[config.mk]
export PLATFORM = sky130hd
export DESIGN_NAME = fan_curve_duty_controller_core_flat
export DESIGN_NICKNAME = d
export VERILOG_FILES = /design/src/design/fcdc_pkg.sv /design/src/design/fcdc_if.sv /design/src/design/fan_curve_duty_controller_core.sv /design/src/design/fcdc_ram.sv /design/src/flat_wrapper.sv
export SDC_FILE = /design/constraint.sdc
export NUM_CORES = 1
export LEC_CHECK = 0
export BUFFER_PORTS_ARGS = -buffer_cell sky130_fd_sc_hd__buf_2
export CAP_MARGIN = 20
export CORE_ASPECT_RATIO = 1.4
export CORE_MARGIN = 3
export CORE_UTILIZATION = 55
export CTS_BUF_LIST = sky130_fd_sc_hd__clkbuf_4
export DETAILED_ROUTE_END_ITERATION = 10
export PLACE_DENSITY = 0.75
export REMOVE_ABC_BUFFERS = 1
export SKIP_LAST_GASP = 1
export SLEW_MARGIN = 20
export SYNTH_ARGS = -nofsm -noshare
export SYNTH_HDL_FRONTEND = slang
export SYNTH_SLANG_ARGS = --single-unit
export TNS_END_PERCENT = 20
[constraint.sdc]
create_clock -name clock -period 5.7 [get_ports clock]
set_input_delay 1.14 -clock clock [delete_from_list [all_inputs] [get_ports clock]]
set_output_delay 1.14 -clock clock [all_outputs]
set_load 0.01 [all_outputs]
[src/design/fcdc_pkg.sv]
// Package for the fan curve duty controller: payload types, state codes,
// sizes and arithmetic helpers. Depends on nothing.
package fcdc_pkg;

   // Curve table size
   localparam int CURVE_POINTS = 16;
   localparam int IDX_W        = $clog2(CURVE_POINTS);

   // Percent limits for a duty write
   localparam logic [6:0] PCT_MIN = 7'd10;
   localparam logic [6:0] PCT_MAX = 7'd100;

   // floor(x/100) as (x*PWM_RECIP) >> PWM_SHIFT, exact for x up to 25500
   localparam int PWM_RECIP = 5243;
   localparam int PWM_SHIFT = 19;

   typedef struct packed {
      logic       command;
      logic [7:0] temperature;
      logic [7:0] duty_raw;
      logic [3:0] point_index;
      logic [7:0] point_temp;
      logic [6:0] point_duty;
   } req_payload_type;

   typedef struct packed {
      logic       write_valid;
      logic [7:0] pwm_byte;
      logic [6:0] target_percent;
   } rsp_payload_type;

   // One curve point as stored in the table
   typedef struct packed {
      logic [7:0] temp;
      logic [6:0] duty;
   } entry_type;

   localparam int ENTRY_W = $bits(entry_type);

   localparam logic CMD_SAMPLE = 1'b0;
   localparam logic CMD_LOAD   = 1'b1;

   typedef enum logic [6:0] {
      ST_IDLE    = 7'b0000001,
      ST_CONV    = 7'b0000010,
      ST_DOWN    = 7'b0000100,
      ST_UPPRIME = 7'b0001000,
      ST_UP      = 7'b0010000,
      ST_DECIDE  = 7'b0100000,
      ST_SCALE   = 7'b1000000
   } state_type;

   // Response pending is its own code outside the scan states
   typedef enum logic [1:0] {
      OUT_EMPTY = 2'b01,
      OUT_FULL  = 2'b10
   } out_state_type;

   // floor(raw*100/255) via x/255 = (x + (x>>8) + 1) >> 8 for x < 65535
   function automatic logic [6:0] cur_percent(input logic [7:0] raw);
      logic [14:0] prod;
      logic [15:0] sum;
      prod = 15'(raw) * 15'd100;
      sum  = 16'(prod) + 16'(prod >> 8) + 16'd1;
      return sum[14:8];
   endfunction

   // Limit a percent to the writable range
   function automatic logic [6:0] clamp_percent(input logic [6:0] pct);
      logic [6:0] res;
      res = pct;
      if (pct < PCT_MIN) res = PCT_MIN;
      if (pct > PCT_MAX) res = PCT_MAX;
      return res;
   endfunction

   // floor(prod/100) for prod = pct*255
   function automatic logic [7:0] pwm_from_product(input logic [14:0] prod);
      logic [27:0] wide;
      wide = 28'(prod) * 28'(PWM_RECIP);
      return wide[PWM_SHIFT+7:PWM_SHIFT];
   endfunction

endpackage

[src/design/fcdc_if.sv]
// Valid/ready channel interfaces for the fan curve controller.
// Depends on fcdc_pkg for the payload types.
interface fcdc_req_if;
   logic                     valid;
   logic                     ready;
   fcdc_pkg::req_payload_type data;

   modport source (output valid, output data, input ready);
   modport sink   (input valid, input data, output ready);
endinterface

interface fcdc_rsp_if;
   logic                     valid;
   logic                     ready;
   fcdc_pkg::rsp_payload_type data;

   modport source (output valid, output data, input ready);
   modport sink   (input valid, input data, output ready);
endinterface

[src/design/fan_curve_duty_controller_core.sv]
// Fan curve duty controller, one fan channel, with step-down hysteresis.
// Load transaction: response valid in the cycle after acceptance.
// Sample transaction: the downward and upward scans read one curve entry a cycle
// from the table RAM; then the target is decided and, for a duty write, scaled.
// One transaction at a time; ready returns the cycle after the response is taken.
// Synchronous reset: point_count 1, last written percent 0; table undefined until loaded.
module fan_curve_duty_controller_core (
   input  logic              clock,
   input  logic              reset,
   fcdc_req_if.sink          req_chan,
   fcdc_rsp_if.source        rsp_chan,
   input  logic              csr_write_enable,
   input  logic [4:0]        csr_write_data
);

   fcdc_pkg::state_type        state_ff, state_in;
   fcdc_pkg::out_state_type    out_ff, out_in;
   logic [fcdc_pkg::IDX_W-1:0] idx_ff, idx_in;
   fcdc_pkg::entry_type        prev_ff, prev_in;
   logic [7:0]                 temp_ff, temp_in;
   logic [7:0]                 raw_ff, raw_in;
   logic [6:0]                 cur_ff, cur_in;
   logic [6:0]                 target_ff, target_in;
   logic [6:0]                 last_pct_ff, last_pct_in;
   logic [14:0]                prod_ff, prod_in;
   logic [4:0]                 count_ff;
   fcdc_pkg::rsp_payload_type  rsp_ff, rsp_in;

   logic                       req_accept;
   logic                       ram_we;
   logic [fcdc_pkg::IDX_W-1:0] ram_waddr;
   logic [fcdc_pkg::ENTRY_W-1:0] ram_wdata;
   logic [fcdc_pkg::ENTRY_W-1:0] ram_rdata;
   fcdc_pkg::entry_type        rd_entry;
   logic [fcdc_pkg::IDX_W-1:0] last_idx;
   logic [8:0]                 mid_sum;
   logic [7:0]                 mid_temp;

   // Handshake: take a transaction only when idle and no response pending
   assign req_chan.ready = (state_ff == fcdc_pkg::ST_IDLE) && (out_ff == fcdc_pkg::OUT_EMPTY);
   assign req_accept     = req_chan.valid && req_chan.ready;
   assign rsp_chan.valid = (out_ff == fcdc_pkg::OUT_FULL);
   assign rsp_chan.data  = rsp_ff;

   // Store curve points on load transactions inside the table
   assign ram_we    = req_accept && (req_chan.data.command == fcdc_pkg::CMD_LOAD) &&
                      (int'(req_chan.data.point_index) < fcdc_pkg::CURVE_POINTS);
   assign ram_waddr = fcdc_pkg::IDX_W'(req_chan.data.point_index);
   assign ram_wdata = {req_chan.data.point_temp, req_chan.data.point_duty};

   fcdc_ram #(
      .WIDTH (fcdc_pkg::ENTRY_W),
      .DEPTH (fcdc_pkg::CURVE_POINTS)
   ) u_table (
      .clock        (clock),
      .write_enable (ram_we),
      .write_addr   (ram_waddr),
      .write_data   (ram_wdata),
      .read_addr    (idx_in),
      .read_data    (ram_rdata)
   );

   // Read data belongs to idx_ff since the address is the next index
   assign rd_entry = fcdc_pkg::entry_type'(ram_rdata);

   // Clamp the point count to the table and take the top index
   always_comb begin
      priority if (count_ff == 5'd0) begin
         last_idx = '0;
      end else if (int'(count_ff) > fcdc_pkg::CURVE_POINTS) begin
         last_idx = fcdc_pkg::IDX_W'(fcdc_pkg::CURVE_POINTS - 1);
      end else begin
         last_idx = fcdc_pkg::IDX_W'(count_ff - 5'd1);
      end
   end

   // Segment midpoint between the previous and the current entry
   assign mid_sum  = 9'(prev_ff.temp) + 9'(rd_entry.temp);
   assign mid_temp = mid_sum[8:1];

   // Sequencer: convert, scan down, scan up, decide, scale
   always_comb begin
      state_in    = state_ff;
      out_in      = out_ff;
      idx_in      = idx_ff;
      prev_in     = prev_ff;
      temp_in     = temp_ff;
      raw_in      = raw_ff;
      cur_in      = cur_ff;
      target_in   = target_ff;
      last_pct_in = last_pct_ff;
      prod_in     = prod_ff;
      rsp_in      = rsp_ff;

      // Drop the response once taken
      if (rsp_chan.valid && rsp_chan.ready) begin
         out_in = fcdc_pkg::OUT_EMPTY;
      end

      unique case (state_ff)
         fcdc_pkg::ST_IDLE: begin
            if (req_accept) begin
               if (req_chan.data.command == fcdc_pkg::CMD_LOAD) begin
                  rsp_in = '0;
                  out_in = fcdc_pkg::OUT_FULL;
               end else begin
                  temp_in  = req_chan.data.temperature;
                  raw_in   = req_chan.data.duty_raw;
                  state_in = fcdc_pkg::ST_CONV;
               end
            end
         end
         fcdc_pkg::ST_CONV: begin
            cur_in = fcdc_pkg::cur_percent(raw_ff);
            if (last_idx == '0) begin
               target_in = '0;
               state_in  = fcdc_pkg::ST_DECIDE;
            end else begin
               idx_in   = last_idx;
               state_in = fcdc_pkg::ST_DOWN;
            end
         end
         fcdc_pkg::ST_DOWN: begin
            priority if (temp_ff >= rd_entry.temp) begin
               if (rd_entry.duty > cur_ff) begin
                  target_in = rd_entry.duty;
                  state_in  = fcdc_pkg::ST_DECIDE;
               end else begin
                  idx_in   = '0;
                  state_in = fcdc_pkg::ST_UPPRIME;
               end
            end else if (idx_ff == fcdc_pkg::IDX_W'(1)) begin
               idx_in   = '0;
               state_in = fcdc_pkg::ST_UPPRIME;
            end else begin
               idx_in = idx_ff - fcdc_pkg::IDX_W'(1);
            end
         end
         fcdc_pkg::ST_UPPRIME: begin
            prev_in  = rd_entry;
            idx_in   = fcdc_pkg::IDX_W'(1);
            state_in = fcdc_pkg::ST_UP;
         end
         fcdc_pkg::ST_UP: begin
            priority if (temp_ff <= mid_temp && cur_ff > prev_ff.duty) begin
               target_in = prev_ff.duty;
               state_in  = fcdc_pkg::ST_DECIDE;
            end else if (idx_ff == last_idx) begin
               target_in = '0;
               state_in  = fcdc_pkg::ST_DECIDE;
            end else begin
               prev_in = rd_entry;
               idx_in  = idx_ff + fcdc_pkg::IDX_W'(1);
            end
         end
         fcdc_pkg::ST_DECIDE: begin
            if (target_ff != 7'd0 && target_ff != last_pct_ff) begin
               prod_in     = 15'(fcdc_pkg::clamp_percent(target_ff)) * 15'd255;
               last_pct_in = target_ff;
               state_in    = fcdc_pkg::ST_SCALE;
            end else begin
               rsp_in.write_valid    = 1'b0;
               rsp_in.pwm_byte       = '0;
               rsp_in.target_percent = target_ff;
               out_in                = fcdc_pkg::OUT_FULL;
               state_in              = fcdc_pkg::ST_IDLE;
            end
         end
         fcdc_pkg::ST_SCALE: begin
            rsp_in.write_valid    = 1'b1;
            rsp_in.pwm_byte       = fcdc_pkg::pwm_from_product(prod_ff);
            rsp_in.target_percent = target_ff;
            out_in                = fcdc_pkg::OUT_FULL;
            state_in              = fcdc_pkg::ST_IDLE;
         end
         default: begin
            state_in = fcdc_pkg::ST_IDLE;
         end
      endcase
   end

   // Control registers
   always_ff @(posedge clock) begin
      if (reset) begin
         state_ff    <= fcdc_pkg::ST_IDLE;
         out_ff      <= fcdc_pkg::OUT_EMPTY;
         last_pct_ff <= '0;
         count_ff    <= 5'd1;
      end else begin
         state_ff    <= state_in;
         out_ff      <= out_in;
         last_pct_ff <= last_pct_in;
         if (csr_write_enable) begin
            count_ff <= csr_write_data;
         end
      end
   end

   // Datapath registers
   always_ff @(posedge clock) begin
      idx_ff    <= idx_in;
      prev_ff   <= prev_in;
      temp_ff   <= temp_in;
      raw_ff    <= raw_in;
      cur_ff    <= cur_in;
      target_ff <= target_in;
      prod_ff   <= prod_in;
      rsp_ff    <= rsp_in;
   end

endmodule

[src/design/fcdc_ram.sv]
// Generic single-write, single-read RAM with registered read data.
// Depends on nothing.
module fcdc_ram #(
   parameter int WIDTH = 8,
   parameter int DEPTH = 16
) (
   input  logic                     clock,
   input  logic                     write_enable,
   input  logic [$clog2(DEPTH)-1:0] write_addr,
   input  logic [WIDTH-1:0]         write_data,
   input  logic [$clog2(DEPTH)-1:0] read_addr,
   output logic [WIDTH-1:0]         read_data
);

   logic [WIDTH-1:0] mem_ff [DEPTH];
   logic [WIDTH-1:0] read_data_ff;

   // Write one word, read one word a cycle
   always_ff @(posedge clock) begin
      if (write_enable) begin
         mem_ff[write_addr] <= write_data;
      end
      read_data_ff <= mem_ff[read_addr];
   end

   assign read_data = read_data_ff;

endmodule

[src/flat_wrapper.sv]
// flat-port wrapper written by rule: the top's interface ports become plain ports
module fan_curve_duty_controller_core_flat 
  (clock, reset, csr_write_enable, csr_write_data, req_chan_valid, req_chan_data, req_chan_ready, rsp_chan_valid, rsp_chan_data, rsp_chan_ready);
  fcdc_req_if req_chan_i ();
  fcdc_rsp_if rsp_chan_i ();
  input  logic clock;
  input  logic reset;
  input  logic csr_write_enable;
  input  logic [4:0] csr_write_data;
  input wire logic [$bits(req_chan_i.valid)-1:0] req_chan_valid;
  input wire logic [$bits(req_chan_i.data)-1:0] req_chan_data;
  output wire logic [$bits(req_chan_i.ready)-1:0] req_chan_ready;
  output wire logic [$bits(rsp_chan_i.valid)-1:0] rsp_chan_valid;
  output wire logic [$bits(rsp_chan_i.data)-1:0] rsp_chan_data;
  input wire logic [$bits(rsp_chan_i.ready)-1:0] rsp_chan_ready;
  assign req_chan_i.valid = req_chan_valid;
  assign req_chan_i.data = req_chan_data;
  assign req_chan_ready = req_chan_i.ready;
  assign rsp_chan_valid = rsp_chan_i.valid;
  assign rsp_chan_data = rsp_chan_i.data;
  assign rsp_chan_i.ready = rsp_chan_ready;
  fan_curve_duty_controller_core u_core (.clock(clock), .reset(reset), .req_chan(req_chan_i), .rsp_chan(rsp_chan_i), .csr_write_enable(csr_write_enable), .csr_write_data(csr_write_data));
endmodule
==> results.md <==
* Area after DPL at 22,300 sq um
* DRT Pass-1 Iters at 5
* Number of nets in the layout at 2,338
* Fillers at 2,995
* Number of global-route vias before repair at 15,530
* Startpoint types: register
* Total track usage at 0.236
* GR Util met3 at 0.0437
* ANT nets after route at 0
* Syn Area/Cell at 11.3 sq um
* Fin. max-slew vios at 0
* Hold buffer count at CTS at 0
* Critical path origin: u_core.prod_ff[10]
* H-tree Lvls at 3
* CP arrival at 6.06 ns
* Starting Density at 0.563
* Sequential Power Share at 0.468
* Most used routing layer: met2
* Initial DRC count at 1,132
* Via count at 14,923
* Worst R2R Path Depth at 20
* Post-DR wirelength/cell at 18.6 um
* Cell area after layout at 23,600 sq um
* Core area at 37,900 sq um
* Post-synthesis async set-or-reset flop share at 0
* Slew headroom at 0.224
* Most common cell after layout, fill and taps aside: edfxtp_1
* Fin crit share at 0.971
* Final Non-Filler Cells at 2,586
* Final Critical Period at 5.54 ns
* RePlAce Congestion at 0.880
* Clock latency on the worst-skew pair at 0.80 ns
* Kind of critical path: reg2reg
* Ratio of cells with drive above 1 in the final layout at 0.140
* FF-to-FF End: u_core.rsp_chan.data[14]
* CP required at 6.22 ns
* Clock sinks at 356
* Pwr Total at 6510 uW
* Num rows at 84
* Clk_skew at 0.0576 ns
* Gate power share at 0.217
* CP Capture Point: u_core.rsp_chan.data[14]
* Worst-case clock buffer depth at 3
* TritonCTS clock tree: done
* First-pass GRT wire length at 77,200 um
* Number of cells after detailed placement at 2,409
* Grt total ovfl at 0
* Worst VDD drop at 0.175 mV
* Synth Warn # at 0
* Die W at 172 um
* Post-synthesis cell count at 1,881
* Met2 Use GR at 0.437
* GR Util met1 at 0.271
* Ys flop type: edfxtp_1
* CP Cell Sequence: buf_4 -> fa_1 -> ha_1 -> fa_1 -> fa_1 -> inv_1 -> fa_1 -> inv_1 -> ha_1 -> o21a_1 -> o21a_1 -> o21a_1 -> o21ai_1 -> a311oi_2 -> a211oi_2 -> o2111ai_1 -> and3_1 -> nor2_1 -> xnor2_1 -> nor2_1
* Flop and latch count out of synthesis at 356
* Clock Power Share at 0.315
* Worst-path clk slew at 0.06 ns
* Crit path max-delay cell type: fa_1
* Pwr per Cell Area at 276 nW/um^2
* Finished Core Util at 0.621
* Psw at 2000 uW
* Die Y at 239 um
* Dpl hpwl at 32,800 um
* WL final at 48,000 um
* Post-synthesis sequential area ratio at 0.482
* Worst Hold Class: reg2reg
* Reg2reg setup slack at 0.16 ns
* Max-cap violations at 0
* Largest net degree at the start of global routing at 91
* Switching share of total power at 0.306
* Die Area at 41,200 sq um
* Most frequent cells in the layout: edfxtp_1 (316), ha_1 (209), inv_1 (205)
* Netlist cell types at 71
* Most used cell, CP: fa_1
* Worst Path Max Fanout at 6
* Worst path max stage delay at 0.54 ns
* Mapped Area at 21,300 sq um
* DRC Markers at 0
* Internal at 4520 uW
* Final setup fails at 0
* Status: finished, final reports clean
* Area Growth Syn to Fin at 10.4%
* Pleak at 0.00941 uW
* Max Fclk at 181 MHz
* Number of I/O port buffers at 63
* Measured slew at the worst slew-check pin at 1.16 ns
* Post-synth EDFFs at 316
* CP Capture Type: register
* Final Hold Viols at 0
* Vias per cell at 5.77
* CTS buffer count at 86
* Initial antenna violation count at 3
* IO Count at 64
* RSZ-0062 raised after global routing: true
* Clock root buffer: clkbuf_4
* Worst r2r src: u_core.prod_ff[10]
## metrics by stage
stage,TNS (ns),setup WS (ns),hold WS (ns)
global placement,0,0.124,0.421
floorplan,0,0.327,0.408
global route,-0.0549,-0.0549,0.459
detailed placement,-0.150,-0.111,0.422
CTS,0,0.0753,0.437
finish,0,0.164,0.435
## worst min path at each step
stage | startpoint | cells after the start | slack [ns] | end
4_1_cts | u_core.u_table.read_data[0] | 0 | 0.44 | u_core.prev_ff[0]
3_5_place_dp | u_core.u_table.read_data[0] | 0 | 0.42 | u_core.prev_ff[0]
6_report | u_core.u_table.read_data[0] | 0 | 0.43 | u_core.prev_ff[0]
3_3_place_gp | u_core.u_table.read_data[0] | 0 | 0.42 | u_core.prev_ff[0]
5_1_grt | u_core.u_table.read_data[0] | 0 | 0.46 | u_core.prev_ff[0]
2_1_floorplan | u_core.u_table.read_data[0] | 0 | 0.41 | u_core.prev_ff[0]
## kinds of logic after synthesis
family,synth area share
AOI/OAI and AO/OA,0.113
adders and majority gates,0.207
muxes,0.0141
xor gates and xnor gates,0.0213
buffers and inverters,0.0518
DFF,0.482
and+or+nand+nor,0.110
## power by group through the flow
stage | logic (uW) | clock network [uW] | registers [uW]
2_1_floorplan | 970 | 0 | 3070
3_3_place_gp | 1360 | 0 | 3100
3_5_place_dp | 1410 | 0 | 3100
4_1_cts | 1420 | 2120 | 3050
5_1_grt | 1590 | 2260 | 3060
6_report | 1410 | 2050 | 3050
## synthesized netlist by cell type (all sizes together) (16+ instances only)
cell type  instances  area [sq um]
edfxtp           316          9490
mux2              16           180
inv              207           777
a41oi             17           149
or3               32           200
a211oi            64           480
xor2              19           166
nor2              71           277
nand3             53           270
o211ai            22           170
dfxtp             40           801
buf               22           106
nand4             39           244
fa                89          1780
xnor2             33           289
nand2            190           723
o21ai            139           703
and3              19           119
ha               209          2620
nor2b             18           113
a21oi             54           270
nor3              27           145
clkbuf            59           221
## sequential cells by signal, summed over array words and instances (netlist names)
register	cells
u_core.count_ff	5
u_core.cur_ff	7
u_core.idx_ff	4
u_core.last_pct_ff	7
u_core.out_ff	2
u_core.prev_ff	15
u_core.prod_ff	15
u_core.raw_ff	8
u_core.rsp_chan.data	16
u_core.state_ff	7
u_core.target_ff	7
u_core.temp_ff	8
u_core.u_table.mem_ff	240
u_core.u_table.read_data	15
## layer usage
layer  vias to the layer above  part of all wire
li1                       7068                 -
met1                      7237              0.38
met2                       525              0.54
met3                        91             0.061
met4                         2             0.023
met5                         -           0.00027
## critical path, delay by kind of cell (launching register included)
| family | cells | cell delay (ns) |
|---|---|---|
| buffers and inverters | 3 | 0.30 |
| and+or+nand+nor | 3 | 0.38 |
| xor gates and xnor gates | 1 | 0.13 |
| DFF | 1 | 0.53 |
| adders and majority gates | 6 | 2.58 |
| AOI/OAI and AO/OA | 7 | 1.36 |
## repair_timing
action | 4_1_cts | 5_1_grt
gates cloned | 0 | 0
pin swaps | 0 | 1
setup buffers | 0 | 12
setup endpoints to repair | 3 | 6
gates resized for setup | 1 | 10
## final cells by class
cell class,count,area [sq um],share of cell area
sequential,356,10300,0.437
multi-input combinational,1237,10100,0.427
clock buffer,126,946,0.0401
inverter,207,777,0.0330
timing repair buffer,106,667,0.0283
tap,516,646,0.0274
clock inverter,34,158,0.00669
antenna,4,10.0,0.000425
Power figures use the tool's default switching activity.
